### src/design/pm_pkg.sv
// package with constants, types and the state enum of the polynomial multiplier
`timescale 1ns / 1ps
`default_nettype none
package pm_pkg;

  localparam int MaxTerms   = 32;
  localparam int StoreDepth = 32;
  localparam int AddrW      = $clog2(StoreDepth);
  localparam int CountW     = $clog2(StoreDepth + 1);
  localparam int CoefW      = 16;
  localparam int ProdW      = 2 * CoefW;
  localparam int AccW       = 40;
  localparam int DegW       = 6;

  localparam logic KindP = 1'b0;
  localparam logic KindQ = 1'b1;

  typedef struct packed {
    logic                    kind;
    logic signed [CoefW-1:0] coefficient;
    logic                    last;
  } pm_in_t;

  typedef struct packed {
    logic signed [AccW-1:0] product_coefficient;
    logic [DegW-1:0]        degree;
    logic                   final_res;
    logic                   overflowed;
  } pm_out_t;

  typedef struct packed {
    logic                    clear;
    logic                    step;
    logic signed [CoefW-1:0] x;
  } pm_cell_ctrl_t;

  typedef enum logic {
    PmIdle,
    PmRun
  } pm_state_e;

endpackage
`default_nettype wire

### src/design/pm_cell.sv
// one tap of the transposed convolution chain: holds a p coefficient and a partial sum
`timescale 1ns / 1ps
`default_nettype none
module pm_cell (
  input  wire logic                               clk_i,
  input  wire pm_pkg::pm_cell_ctrl_t              ctrl_i,
  input  wire logic                               load_i,
  input  wire logic                               active_i,
  input  wire logic signed [pm_pkg::CoefW-1:0]    coef_i,
  input  wire logic signed [pm_pkg::AccW-1:0]     acc_i,
  output logic      signed [pm_pkg::AccW-1:0]     acc_o
);
  import pm_pkg::*;

  logic signed [CoefW-1:0] p_q;
  logic signed [ProdW-1:0] prod;
  logic signed [AccW-1:0]  term;
  logic signed [AccW-1:0]  acc_d, acc_q;

  assign prod = p_q * ctrl_i.x;
  assign term = active_i ? AccW'(prod) : '0;

  always_comb begin
    acc_d = acc_q;
    if (ctrl_i.clear) begin
      acc_d = '0;
    end else if (ctrl_i.step) begin
      acc_d = acc_i + term;
    end
  end

  always_ff @(posedge clk_i) begin
    if (load_i) begin
      p_q <= coef_i;
    end
    acc_q <= acc_d;
  end

  assign acc_o = acc_q;

endmodule
`default_nettype wire

### config.mk
export PLATFORM = sky130hd
export DESIGN_NAME = pm_cell
export DESIGN_NICKNAME = d
export VERILOG_FILES = /design/src/design/pm_pkg.sv /design/src/design/pm_cell.sv
export SDC_FILE = /design/constraint.sdc
export NUM_CORES = 1
export LEC_CHECK = 0
export ABC_AREA = 1
export CORE_MARGIN = 4
export CORE_UTILIZATION = 65
export DETAILED_ROUTE_END_ITERATION = 8
export DONT_BUFFER_PORTS = 1
export PLACE_DENSITY = 0.81
export SLEW_MARGIN = 20
export SYNTH_ARGS = -nofsm -noshare
export SYNTH_HDL_FRONTEND = slang
export SYNTH_SLANG_ARGS = --single-unit
### constraint.sdc
create_clock -name clk_i -period 19.1 [get_ports clk_i]
set_input_delay 0.955 -clock clk_i [delete_from_list [all_inputs] [get_ports clk_i]]
set_output_delay 0.955 -clock clk_i [all_outputs]
set_load 0.1 [all_outputs]
==> results.sh <==
export IMPL_status="completed"
export IMPL_port_buffers=0
export IMPL_coreArea_um2=23470
export IMPL_antenna_found_initial=2
export IMPL_grt_max_degree=65
export IMPL_clk_pin_slew_worst_paths_ps=90
export IMPL_start_util_pct=66.23
export IMPL_rsz0062_at_grt="false"
export IMPL_dieWidth_um=162.6
export IMPL_grt_pass1_vias=13560
export IMPL_wl_per_cell_um=16.52
export IMPL_worst_slack_ps=11070
export IMPL_yosys_most_used_dff="dfxtp_1"
export IMPL_numCtsBuffers=5
export IMPL_synth_area_top_cells="fa_1, inv_1, nand2_1"
export IMPL_startpoint_type="flop"
export IMPL_ctsResizeCount=0
export IMPL_cts_setup_buffers=0
export IMPL_cts_path_max_buffers=2
export IMPL_clock_skew_ps=17.19
export IMPL_setup_tns_ps=0
export IMPL_die_h_um=162.6
export IMPL_hold_viol=0
export IMPL_worstMarginPinSlew_ps=1080
export IMPL_report_final_slew_viol_count=0
export IMPL_slew_headroom_pct=27.90
export IMPL_path_max_fanout=16
export IMPL_cts_root_buf="clkbuf_16"
export IMPL_pin_count=117
export IMPL_rows=56
export IMPL_synth_edf_count=16
export IMPL_drtPass1Iterations=8
export IMPL_grt_usage_pct=31.92
export IMPL_worstPathArrival_ps=8250
export IMPL_final_nets=2574
export IMPL_synthCells=2179
export IMPL_antenna_cells=0
export IMPL_drive_gt1_share_pct=4.541
export IMPL_globalRouteOverflowTotal=0
export IMPL_clk_latency_ps=320
export IMPL_yosys_warnings=0
export IMPL_syn_avg_cell_area_um2=7.134
export IMPL_finalWeightedCongestion=0.9818
export IMPL_cp_end_kind="flop"
export IMPL_post_route_period_util_pct=42.03
export IMPL_synth_top_cell_by_area="fa_1"
export IMPL_hpwl_um=34210
export IMPL_synthArstFlopShare_pct=0
export IMPL_via_per_inst=5.420
export IMPL_grt_pass1_wl_um=67640
export IMPL_numClockSinks=56
export IMPL_crit_path_frequent_cell="fa_1"
export IMPL_synth_fp_nets=2640
export IMPL_holdBufCountCts=0
export IMPL_place_ws_ps=11000
export IMPL_timing_critical_path_buf_inv=5
export IMPL_ant_nets=0
export IMPL_hold_path_class="in2reg"
export IMPL_setup_viol=0
export IMPL_cts_max_level=2
export IMPL_cp_top_family="adder cells"
export IMPL_synth_seq_cells=56
export IMPL_cpMaxStageDelayCell="fa_1"
export IMPL_syn_area_um2=15540
export IMPL_max_freq_mhz=124.6
export IMPL_area_growth_synth_to_final_pct=1.682
export IMPL_path_class="reg2reg"
export IMPL_die_area_um2=26450
export IMPL_synth_cell_types=51
export IMPL_drt_iter0_markers=1124
export IMPL_num_vias=13190
export IMPL_drcViolationCount=0
export IMPL_final_min_clock_period_ps=8027
export IMPL_fin_util_pct=67.34
export IMPL_cts_tree="done"
export IMPL_drt_total_wl_um=40200
export IMPL_worst_hold_slack_ps=715.6
export IMPL_yosysTopAreaCellShare_pct=33.87
export IMPL_maxCapViolations=0
export IMPL_crit_path_max_incr_delay_ps=900
export IMPL_seq_area_frac_synth_pct=8.242
export IMPL_required_ps=19320
layout make-up:
class                      count  area [um^2]
fill                        2034         7666
multi-input combinational   1458        11740
clock buffer                   6        138.9
sequential                    56         1281
tap                          319        399.1
clock inverter                 2        23.77
inverter                     592         2222
path summary, 6_finish.rpt:
check,from,endpoint,slack (ps),cells past startpoint
hold / removal,ctrl_i[16],acc_o[39],720,1
hold reg to reg,acc_o[28],acc_o[28],1020,4
setup reg to reg,p_q[15],acc_o[33],11070,30
setup / recovery,p_q[15],acc_o[33],11070,30
Yosys cell counts, drive strengths merged (6+ instances only):
cell	number
clkbuf	70
a21oi	95
fa	263
xor2	15
nor2	222
a21o	11
xnor2	6
o21ai	88
edfxtp	16
nand3	60
nand4	13
o21bai	13
ha	121
dfxtp	40
nand2	513
inv	592
nor3	8
cell usage in the layout (no fill, tap or decap), drive strengths merged, types with 15 or more instances in the layout:
cell type,instances
a21oi,95
dfxtp,40
edfxtp,16
fa,263
ha,121
inv,593
nand2,513
nand3,60
nor2,222
o21ai,88
xor2,15
cell families after synthesis:
| kind of cell | after synthesis | share of synthesized area (%) |
|---|---|---|
| AOI/OAI and AO/OA | 223 | 8.443 |
| xor gates and xnor gates | 21 | 1.183 |
| adders and majority gates | 384 | 43.61 |
| buffers and inverters | 665 | 16.23 |
| DFF | 56 | 8.242 |
| and+or+nand+nor | 830 | 22.30 |
state kept, by name, summed over array words and instances, names as in the netlist:
name,flops
p_q,16
acc_o,40
stage by stage:
| stage | instance area [um^2] | std cells |
|---|---|---|
| after floorplan | 15540 | 2179 |
| after global routing | 15810 | 2433 |
| after CTS | 15810 | 2433 |
| after global placement | 15640 | 2425 |
| final | 15810 | 2433 |
| after detailed placement | 15640 | 2425 |
metal layers:
| layer | GRT usage [%] | vias to the layer above | wire length (um) |
|---|---|---|---|
| met2 | 52.18 | 601 | 18820 |
| li1 | - | 6267 | - |
| met5 | 0 | - | 34 |
| met3 | 6.454 | 110 | 3669 |
| met4 | 10.29 | 4 | 1352 |
| met1 | 43.18 | 6204 | 16330 |
Power is left out: the tool's default activity adds up to more than one toggle a clock period on the data nets, which glitch-free logic cannot reach.
