### src/design/pm_ram.sv
// generic single write port ram with registered read
`timescale 1ns / 1ps
`default_nettype none
module pm_ram #(
  parameter int Width = 16,
  parameter int Depth = 32
) (
  input  wire logic                     clk_i,
  input  wire logic                     we_i,
  input  wire logic [$clog2(Depth)-1:0] waddr_i,
  input  wire logic [Width-1:0]         wdata_i,
  input  wire logic                     re_i,
  input  wire logic [$clog2(Depth)-1:0] raddr_i,
  output logic      [Width-1:0]         rdata_o
);

  logic [Width-1:0] mem_q [Depth];
  logic [Width-1:0] rdata_q;

  always_ff @(posedge clk_i) begin
    if (we_i) begin
      mem_q[waddr_i] <= wdata_i;
    end
    if (re_i) begin
      rdata_q <= mem_q[raddr_i];
    end
  end

  assign rdata_o = rdata_q;

endmodule
`default_nettype wire

### config.mk
export PLATFORM = sky130hd
export DESIGN_NAME = pm_ram
export DESIGN_NICKNAME = d
export VERILOG_FILES = /design/src/design/pm_ram.sv
export SDC_FILE = /design/constraint.sdc
export NUM_CORES = 1
export LEC_CHECK = 0
export BUFFER_PORTS_ARGS = -buffer_cell sky130_fd_sc_hd__buf_2
export CORE_MARGIN = 8
export CORE_UTILIZATION = 50
export CTS_CLUSTER_SIZE = 25
export DETAILED_ROUTE_END_ITERATION = 6
export GPL_TIMING_DRIVEN = 0
export PLACE_DENSITY = 0.67
export SYNTH_ARGS = -nofsm -noshare
export SYNTH_HDL_FRONTEND = slang
export SYNTH_SLANG_ARGS = --single-unit
### constraint.sdc
create_clock -name clk_i -period 2.05 [get_ports clk_i]
set_clock_uncertainty 0.2 [all_clocks]
set_input_delay 0.1025 -clock clk_i [delete_from_list [all_inputs] [get_ports clk_i]]
set_output_delay 0.1025 -clock clk_i [all_outputs]
set_load 0.005 [all_outputs]
==> results of run 1 <==
-- per-stage QoR --
step | setup TNS [ns] | cell area, um^2 | total power [W]
6_report | 0 | 23600 | 0.0228
3_5_place_dp | -223.28 | 21700 | 0.0136
5_1_grt | 0 | 23600 | 0.0234
4_1_cts | 0 | 23600 | 0.0229
3_3_place_gp | -297.44 | 21600 | 0.0135
2_1_floorplan | 0 | 20700 | 0.0130
-- layout make-up --
cell class | instances | share of cell area
Buffer | 67 | 0.0229
Clock buffer | 66 | 0.0600
Clock inverter | 32 | 0.0119
Multi-Input combinational cell | 548 | 0.185
Sequential cell | 528 | 0.671
Tap cell | 532 | 0.0282
Timing Repair Buffer | 70 | 0.0212
-- cells by family (layout without fill, tap and decap cells) --
| logic type | after synthesis | count (layout) |
|---|---|---|
| buf+inv | 67 | 235 |
| flops | 528 | 528 |
| compound gates | 144 | 144 |
| mux | 256 | 256 |
| simple gates | 148 | 148 |
-- worst paths after layout --
path	startpoint	endpoint	depth (start not counted)
min	raddr_i[3]	rdata_o[11]	4
min reg2reg	mem_q[11][1]	rdata_o[1]	4
max reg2reg	mem_q[1][6]	rdata_o[6]	5
max	waddr_i[1]	mem_q[20][6]	5
-- repair_timing --
item	CTS	global route
hold endpoints to repair	534	0
gates resized for setup	5	0
hold buffers	19	0
setup endpoints to repair	80	0
-- cells in the final DEF (no fill, tap or decap), types with 2 or more instances in the layout --
cell,n
nand3_1,34
nor2b_1,2
a21oi_1,32
nor2_1,10
nand2b_1,2
clkbuf_16,55
nor2_2,23
nand3b_1,5
buf_8,7
a22o_1,32
bufinv_16,4
a22oi_1,64
edfxtp_1,528
mux2i_1,256
clkbuf_1,23
buf_2,60
nand4_1,16
buf_6,12
a31oi_1,16
clkinv_8,2
nand2_1,33
clkinvlp_4,3
buf_12,5
clkinv_2,10
nor3_1,16
clkinv_1,12
or3b_2,3
buf_4,22
dlygate4sd3_1,19
-- flip-flops by register name, summed over array words and instances, names as in the netlist --
register / cells
mem_q: 512
rdata_o: 16
-- critical path, cell delays in order --
cell      delay [ns]
buf_2           0.11
or3b_2          0.45
clkbuf_1        0.38
nor2_1          0.77
buf_6           0.24
-- routing by layer --
layer / vias to the layer above / wire length, um / global-route usage
met1: 5444 / 20500 / 0.276
met4: 0 / 1640 / 0.0705
met3: 95 / 3870 / 0.0422
met2: 450 / 22000 / 0.308
li1: 4823 / - / -
met5: - / 0 / 0
-- report_power, final --
| part | switching (W) | leakage, nW | internal, W | total (W) |
|---|---|---|---|---|
| Combinational | 0.000867 | 2.66 | 0.000434 | 0.00130 |
| Sequential | 0.0000336 | 4.77 | 0.0121 | 0.0121 |
| Clock | 0.00398 | 0.825 | 0.00541 | 0.00939 |
==> out/summary.md, run 1 <==
The logs give 0.60 ns for the clock latency reported for the late side of the worst-skew pair and 0 for the number of endpoints failing setup at the final stage. The worst-case IR drop observed on VDD is 0.000975 V. Summing all multi-input logic gate instances after layout gives 0.00436 mm^2. The tools report the die footprint as 0.0482 mm^2. The clock transition at the registers of the reported paths works out to 0.06 ns. The hold violation total from the final report was 0; the transition at the pin with the smallest max-transition slack was 1.00 ns. The total routing resource utilization after global routing is 0.198, and the worst-case clock buffer depth is 3. For the net count of the mapped netlist, the log shows 1172. The area added between synthesis and finish was 14.1%; the number of maximum-capacitance constraint violations was 0. The arithmetic-cell share of the synthesized area counting full adders, half adders and majority gates was 0. The share of cell area taken by muxes after synthesis was 0.124.

The tools report the flip-flop and latch area as 0.0159 mm^2. By startpoint and endpoint, the worst setup path is classified as in2reg. The final-report max-slew violation count is 0. The H-tree was split into 2 levels. The synthesized netlist occupies a cell area of 0.0207 mm^2. Sorting the synthesized cells by area gives the leading types as edfxtp_1 77%, mux2i_1 12%, a22oi_1 2.3%, a22o_1 1.4%, nand3_1 0.82%. For this run, the leading register cell type out of synthesis is edfxtp_1. The first detailed-routing pass took 5 iterations. TritonCTS built the clock tree. The tools report the type of element launching the critical path as an input port. For this design the static power due to leakage is 8.26 nW.

Before CTS, the worst setup slack after placement is -0.801 ns. The worst-case register-to-register setup slack was 0.16 ns. The via-per-instance ratio came out at 5.87. Sequential fraction of the synthesis area: 0.766.

At the worst endpoint, the required time is 2.14 ns. The number of buffers added by the clock tree synthesis step was 54. Entering global routing, the biggest net connects 33 pins. The area share of and/or/nand/nor cells after synthesis is 0.0346.

The port buffer count was 41; the total number of yosys warnings was 0. After synthesis, the netlist uses 25 different library cells. The wire length per cell was 26.0 um. For the filler-free cell count of the finished design, the log shows 1843. Post-synthesis share of cell area spent on xor and xnor gates: 0.

Setup repair after global routing left no endpoint under its margin. At the end of routability-driven placement, the weighted congestion stood at 0.955. The mean instance size in the synthesized netlist came out at 18.1 um^2.

The worst setup path is captured at a flip-flop. Yosys mapped a number of flops with a built-in enable equal to 528. The routed via count came out at 10.8k.

Ranked by instance count, the synthesized netlist is headed by 528 x edfxtp_1, 256 x mux2i_1, 64 x a22oi_1. Synthesis inferred 528 register bits. The total clock sinks was 528. The number of top-level pins is 45, and the fraction of the mapped netlist area in compound gates is 0.0493. The top fanout value on the critical path was 9; the total wire length was 48000 um.

By area, the combinational part of the netlist is dominated by multiplexers. In the synthesized netlist, the number of instances is 1143. After detailed placement, the design holds a cell count of 1723.

The number of nets in the finished design was 1298; the highest attainable clock frequency was 0.504 GHz. The initial core utilization came out at 0.507. For this run, design rule violations remaining after detail routing come to 0.

Once the clock tree was built, the setup fixing pass inserted 0 buffers. The detail route stage leaves a number of antenna-violating nets equal to 0. The hold slack was 0.0743 ns. Power per standard cell area: 964 mW/mm^2. The proportion of synthesized flip-flops having asynchronous set or reset works out to 0. The via count of the first global-routing pass was 10.8k. The floorplan step set the die width to 219 um. Counting the fill cells in the layout gives 3123.

For the first-pass GRT wire length, the log shows 69200 um. The tools report the root cell of the clock tree as clkbuf_16. The run gives 0.330 as the worst-case headroom to the max-slew limit.

The final critical path time including I/O delays and setup was 1.98 ns. The top cell type by total area after synthesis was edfxtp_1. The run finished with clean final reports.

The total overflow left after global routing is 0. After floorplanning, the core was sized to cover 0.0408 mm^2. The fraction of layout cells with a size suffix above 1 was 0.159.

Share of the cycle needed by the critical path after routing: 0.968. The number of placement rows was 74; the data arrival time of the worst path was 2.07 ns. The top-area cell type share of the netlist area was 0.766.

The number of antenna violations at the first check in global routing was 0. Most used standard cell by instance count after synthesis: edfxtp_1. The share of the core filled with cells is 0.578, and the number of DRC markers in iteration 0 is 1238.

The repair_antennas step left the layout with diodes totalling 0. Setup slack closes at 0.0654 ns. The die is 219 um tall. The tightest min-delay check is of the in2reg type. Once detailed placement completed, the half-perimeter wirelength came to 30200 um.
Note: power is estimated with default switching activity, not from simulation.
==> run 2, diff against run 1 <==
--- a/config.mk
+++ b/config.mk
@@ -5,7 +5,9 @@
 export SDC_FILE = /design/constraint.sdc
 export NUM_CORES = 1
 export LEC_CHECK = 0
+export ABC_AREA = 1
 export BUFFER_PORTS_ARGS = -buffer_cell sky130_fd_sc_hd__buf_2
+export CORE_ASPECT_RATIO = 1.25
 export CORE_MARGIN = 8
 export CORE_UTILIZATION = 50
 export CTS_CLUSTER_SIZE = 25
==> constraint.sdc (replaced) <==
create_clock -name clk_i -period 2.05 [get_ports clk_i]
set_clock_uncertainty 0.2 [all_clocks]
set_input_delay 0.1025 -clock clk_i [delete_from_list [all_inputs] [get_ports clk_i]]
set_output_delay 0.1025 -clock clk_i [all_outputs]
set_load 0.1 [all_outputs]
==> out/summary.md, run 2 <==
The flow ran to the end, and the final reports show no timing, DRC or antenna violations. The most common cell in the synthesized netlist is nand2_1. The clock transition at the registers of the reported paths is 0.06 ns, and the number of nets in the finished design is 1967. The fraction of layout cells with a size suffix above 1 was 0.131. The critical path goes through dlygate4sd3_1 > buf_2 > inv_1 > nand3_1 > nor2_2 > buf_8. Data on the critical path arrives at its endpoint at 1.95 ns. The most common cell after layout, fill and taps aside is nand2_1. The share of the cycle needed by the critical path after routing was 0.910; the number of flops mapped to enable cells by yosys was 528. The pin count of the biggest net entering global routing came out at 33. The synthesized design contains 528 register bits.

In the routed design, unresolved DRC markers number 0. CTS placed an instance of clkbuf_16 at the clock tree root. The worst-case headroom to the max-slew limit was 0.435; the worst-case clock buffer depth was 3. In this run the remaining antenna-violating nets after routing total 0. Counting I/O delays and the setup requirement, the final critical path takes 1.86 ns. The clock reaches the later pin of the worst-skew pair after 0.59 ns. The power per standard cell area works out to 923 mW/mm^2. Before CTS, the worst setup slack after placement is -0.194 ns.

From synthesis to final layout, the design area changed by 15.6%. The number of flip-flops in the largest register is 512. For this run, the detailed router's first-pass iteration total came to 6.

In the final layout, flip-flops and latches occupy 0.0159 mm^2. Internal power summed over all cells: 0.0176 W. The top fanout value on the critical path was 9. After detailed routing, the average wire length per cell comes to 24.2 um. Counting flops per register, the top entry is mem_q.

In this run the core area contains 85 standard-cell rows. The Yosys step of the flow raised 0 warnings. Switching portion of total power: 0.234. In the layout the commonest cells are 720 x nand2_1, 528 x edfxtp_1, 396 x nand3_1. Number of antenna violations at the first check in global routing: 3.

The most used flip-flop cell after synthesis is edfxtp_1. TritonCTS built the clock tree. Proportion of synthesized flip-flops having asynchronous set or reset: 0. The area of the placeable core was 0.0428 mm^2; the die footprint was 0.0499 mm^2. The run gives 0.527 as the sequential share of power.

The number of instances in the synthesized netlist was 1794; the number of distinct standard cells referenced by the synthesized netlist was 14. Setup violations remaining at the end of the flow were counted as 0. Fill cells in the final layout number 3382. Type of element launching the critical path: an input port. Counting instances in the post-synthesis netlist gives the leading cell types as 720 x nand2_1, 528 x edfxtp_1, 396 x nand3_1. The net count of the mapped netlist was 1823. Setup repair after global routing left no endpoint under its margin. The setup path with the least slack is of type in2reg.

A synthesized cell averages 12.0 um^2. Hold timing on the final database bottoms out at a slack of 0.0661 ns. The share of the core filled with cells is 0.581. The run gives 528 as the total clock sinks. The die is 248 um tall. The hold violation total from the final report is 0. The worst setup path is captured at a flip-flop.

For the final-report max-slew violation count, the log shows 0. The total routing resource utilization after global routing was 0.247; the worst setup slack after layout was 0.185 ns. In this run the power spent charging and discharging nets is 0.00535 W. For the worst setup path, the data required time is 2.13 ns.

Summing internal, switching and leakage power gives 0.0229 W. The via count of the first global-routing pass is 14.1k, and the die outline width is 201 um. The highest attainable clock frequency came out at 0.536 GHz.

After global routing the overflow that remains totals 0. The first global-routing pass estimated 90300 um of wire. Summing over every cut layer, the via total after detailed routing is 14.4k.

Pin placement for this block handled 45 I/O pins. The run gives 50 as the number of buffers added by the clock tree synthesis step. The logs give 41100 um for the post-detailed-placement half-perimeter wirelength and 0.391 for the clock network power share.

The routed design has 61400 um of wire. The port buffer count came out at 41. IR analysis of the VDD net gives a maximum drop of 0.000710 V. The analysis attributes to cell leakage a power of 9.20 nW. In this run the number of H-tree levels came out at 2. The largest individual stage delay along the critical path comes from the cell nor2_2.

Using the TritonRoute via totals, the vias-per-cell ratio works out to 5.67. The transition at the pin with the smallest max-transition slack was 0.848 ns; the fraction of power consumed by combinational cells was 0.081. The number of DRC markers in iteration 0 is 1450, and the number of maximum-capacitance constraint violations is 0.

The run gives 0.739 as the sequential fraction of the synthesis area. The run gives 0.0215 mm^2 as the mapped cell area. The type of the tightest min-delay check is in2reg. Routability-driven placement finished with a final weighted congestion of 1.02. On the worst path, the slowest cell contributes a delay of 0.56 ns.

The initial core utilization is 0.502. In the final layout, the multi-input gates occupy 0.00489 mm^2. The top-area cell type share of the netlist area came out at 0.739.

Ranked by total cell area, the synthesized netlist is headed by edfxtp_1 74%, nand2_1 13%, nand3_1 9.2%, buf_6 1.3%, buf_4 0.98%. The run gives 0 as the number of buffers inserted to repair setup after CTS. Top cell type by total area after synthesis: edfxtp_1.
run 2: cell types whose count changed after synthesis, moves of 32 or more:
cell / change
nand3_1: +362
a22o_1: -32
a21oi_1: -32
mux2i_1: -256
a22oi_1: -64
nand2_1: +687
run 2: cell families after synthesis:
kind of cell  share of synthesized area
flops                             0.739
simple gates                      0.224
buf+inv                          0.0374
run 2: repair_timing:
item | CTS | global route
resized for setup | 0 | 2
setup endpoints to repair | 0 | 32
hold buffers | 21 | 0
endpoints found under the hold margin | 511 | 0
run 2: layout make-up:
cell class | count | share of cell area
diodes | 2 | 0.000202
plain buffers | 108 | 0.0306
clock buffers | 60 | 0.0528
clock inverters | 30 | 0.0101
inverters | 10 | 0.00171
multi-input cells | 1148 | 0.197
flip-flops and latches | 528 | 0.639
well taps | 565 | 0.0285
repair buffers | 92 | 0.0401
run 2: power by group through the flow:
stage                     clock network (W)  logic [W]  registers, W
after floorplan                           0   0.000834        0.0125
after global placement                    0    0.00175        0.0123
after detailed placement                  0    0.00182        0.0123
after CTS                           0.00901    0.00185        0.0121
after global routing                0.00941    0.00200        0.0121
final                               0.00896    0.00187        0.0121
run 2: path summary, 6_finish.rpt:
check | start | end | slack (ns) | depth (start not counted)
setup reg to reg | mem_q[19][2] | rdata_o[2] | 0.34 | 8
hold / removal | raddr_i[3] | rdata_o[15] | 0.07 | 5
hold reg to reg | mem_q[6][11] | rdata_o[11] | 0.65 | 8
setup / recovery | waddr_i[3] | mem_q[20][3] | 0.19 | 6
run 2: layer usage:
| metal | share of wire | wire length (um) | vias to the layer above | track usage |
|---|---|---|---|---|
| met5 | 0 | 0 | - | 0 |
| met4 | 0.070 | 4310 | 0 | 0.162 |
| met3 | 0.071 | 4390 | 176 | 0.0316 |
| met2 | 0.49 | 30000 | 696 | 0.414 |
| met1 | 0.37 | 22800 | 6981 | 0.299 |
| li1 | - | - | 6565 | - |
run 2: metrics by stage:
step / std cells / cell area [um^2] / setup TNS, ns
after global placement: 2400 / 22400 / -263.83
after CTS: 2541 / 24800 / 0
after detailed placement: 2430 / 23000 / -8.53
final: 2543 / 24800 / 0
after global routing: 2541 / 24800 / 0
after floorplan: 1794 / 21500 / 0
run 2: critical path, delay by kind of cell:
family / cells / cell delay (ns)
buffers and inverters: 4 / 1.05
and+or+nand+nor: 2 / 0.78
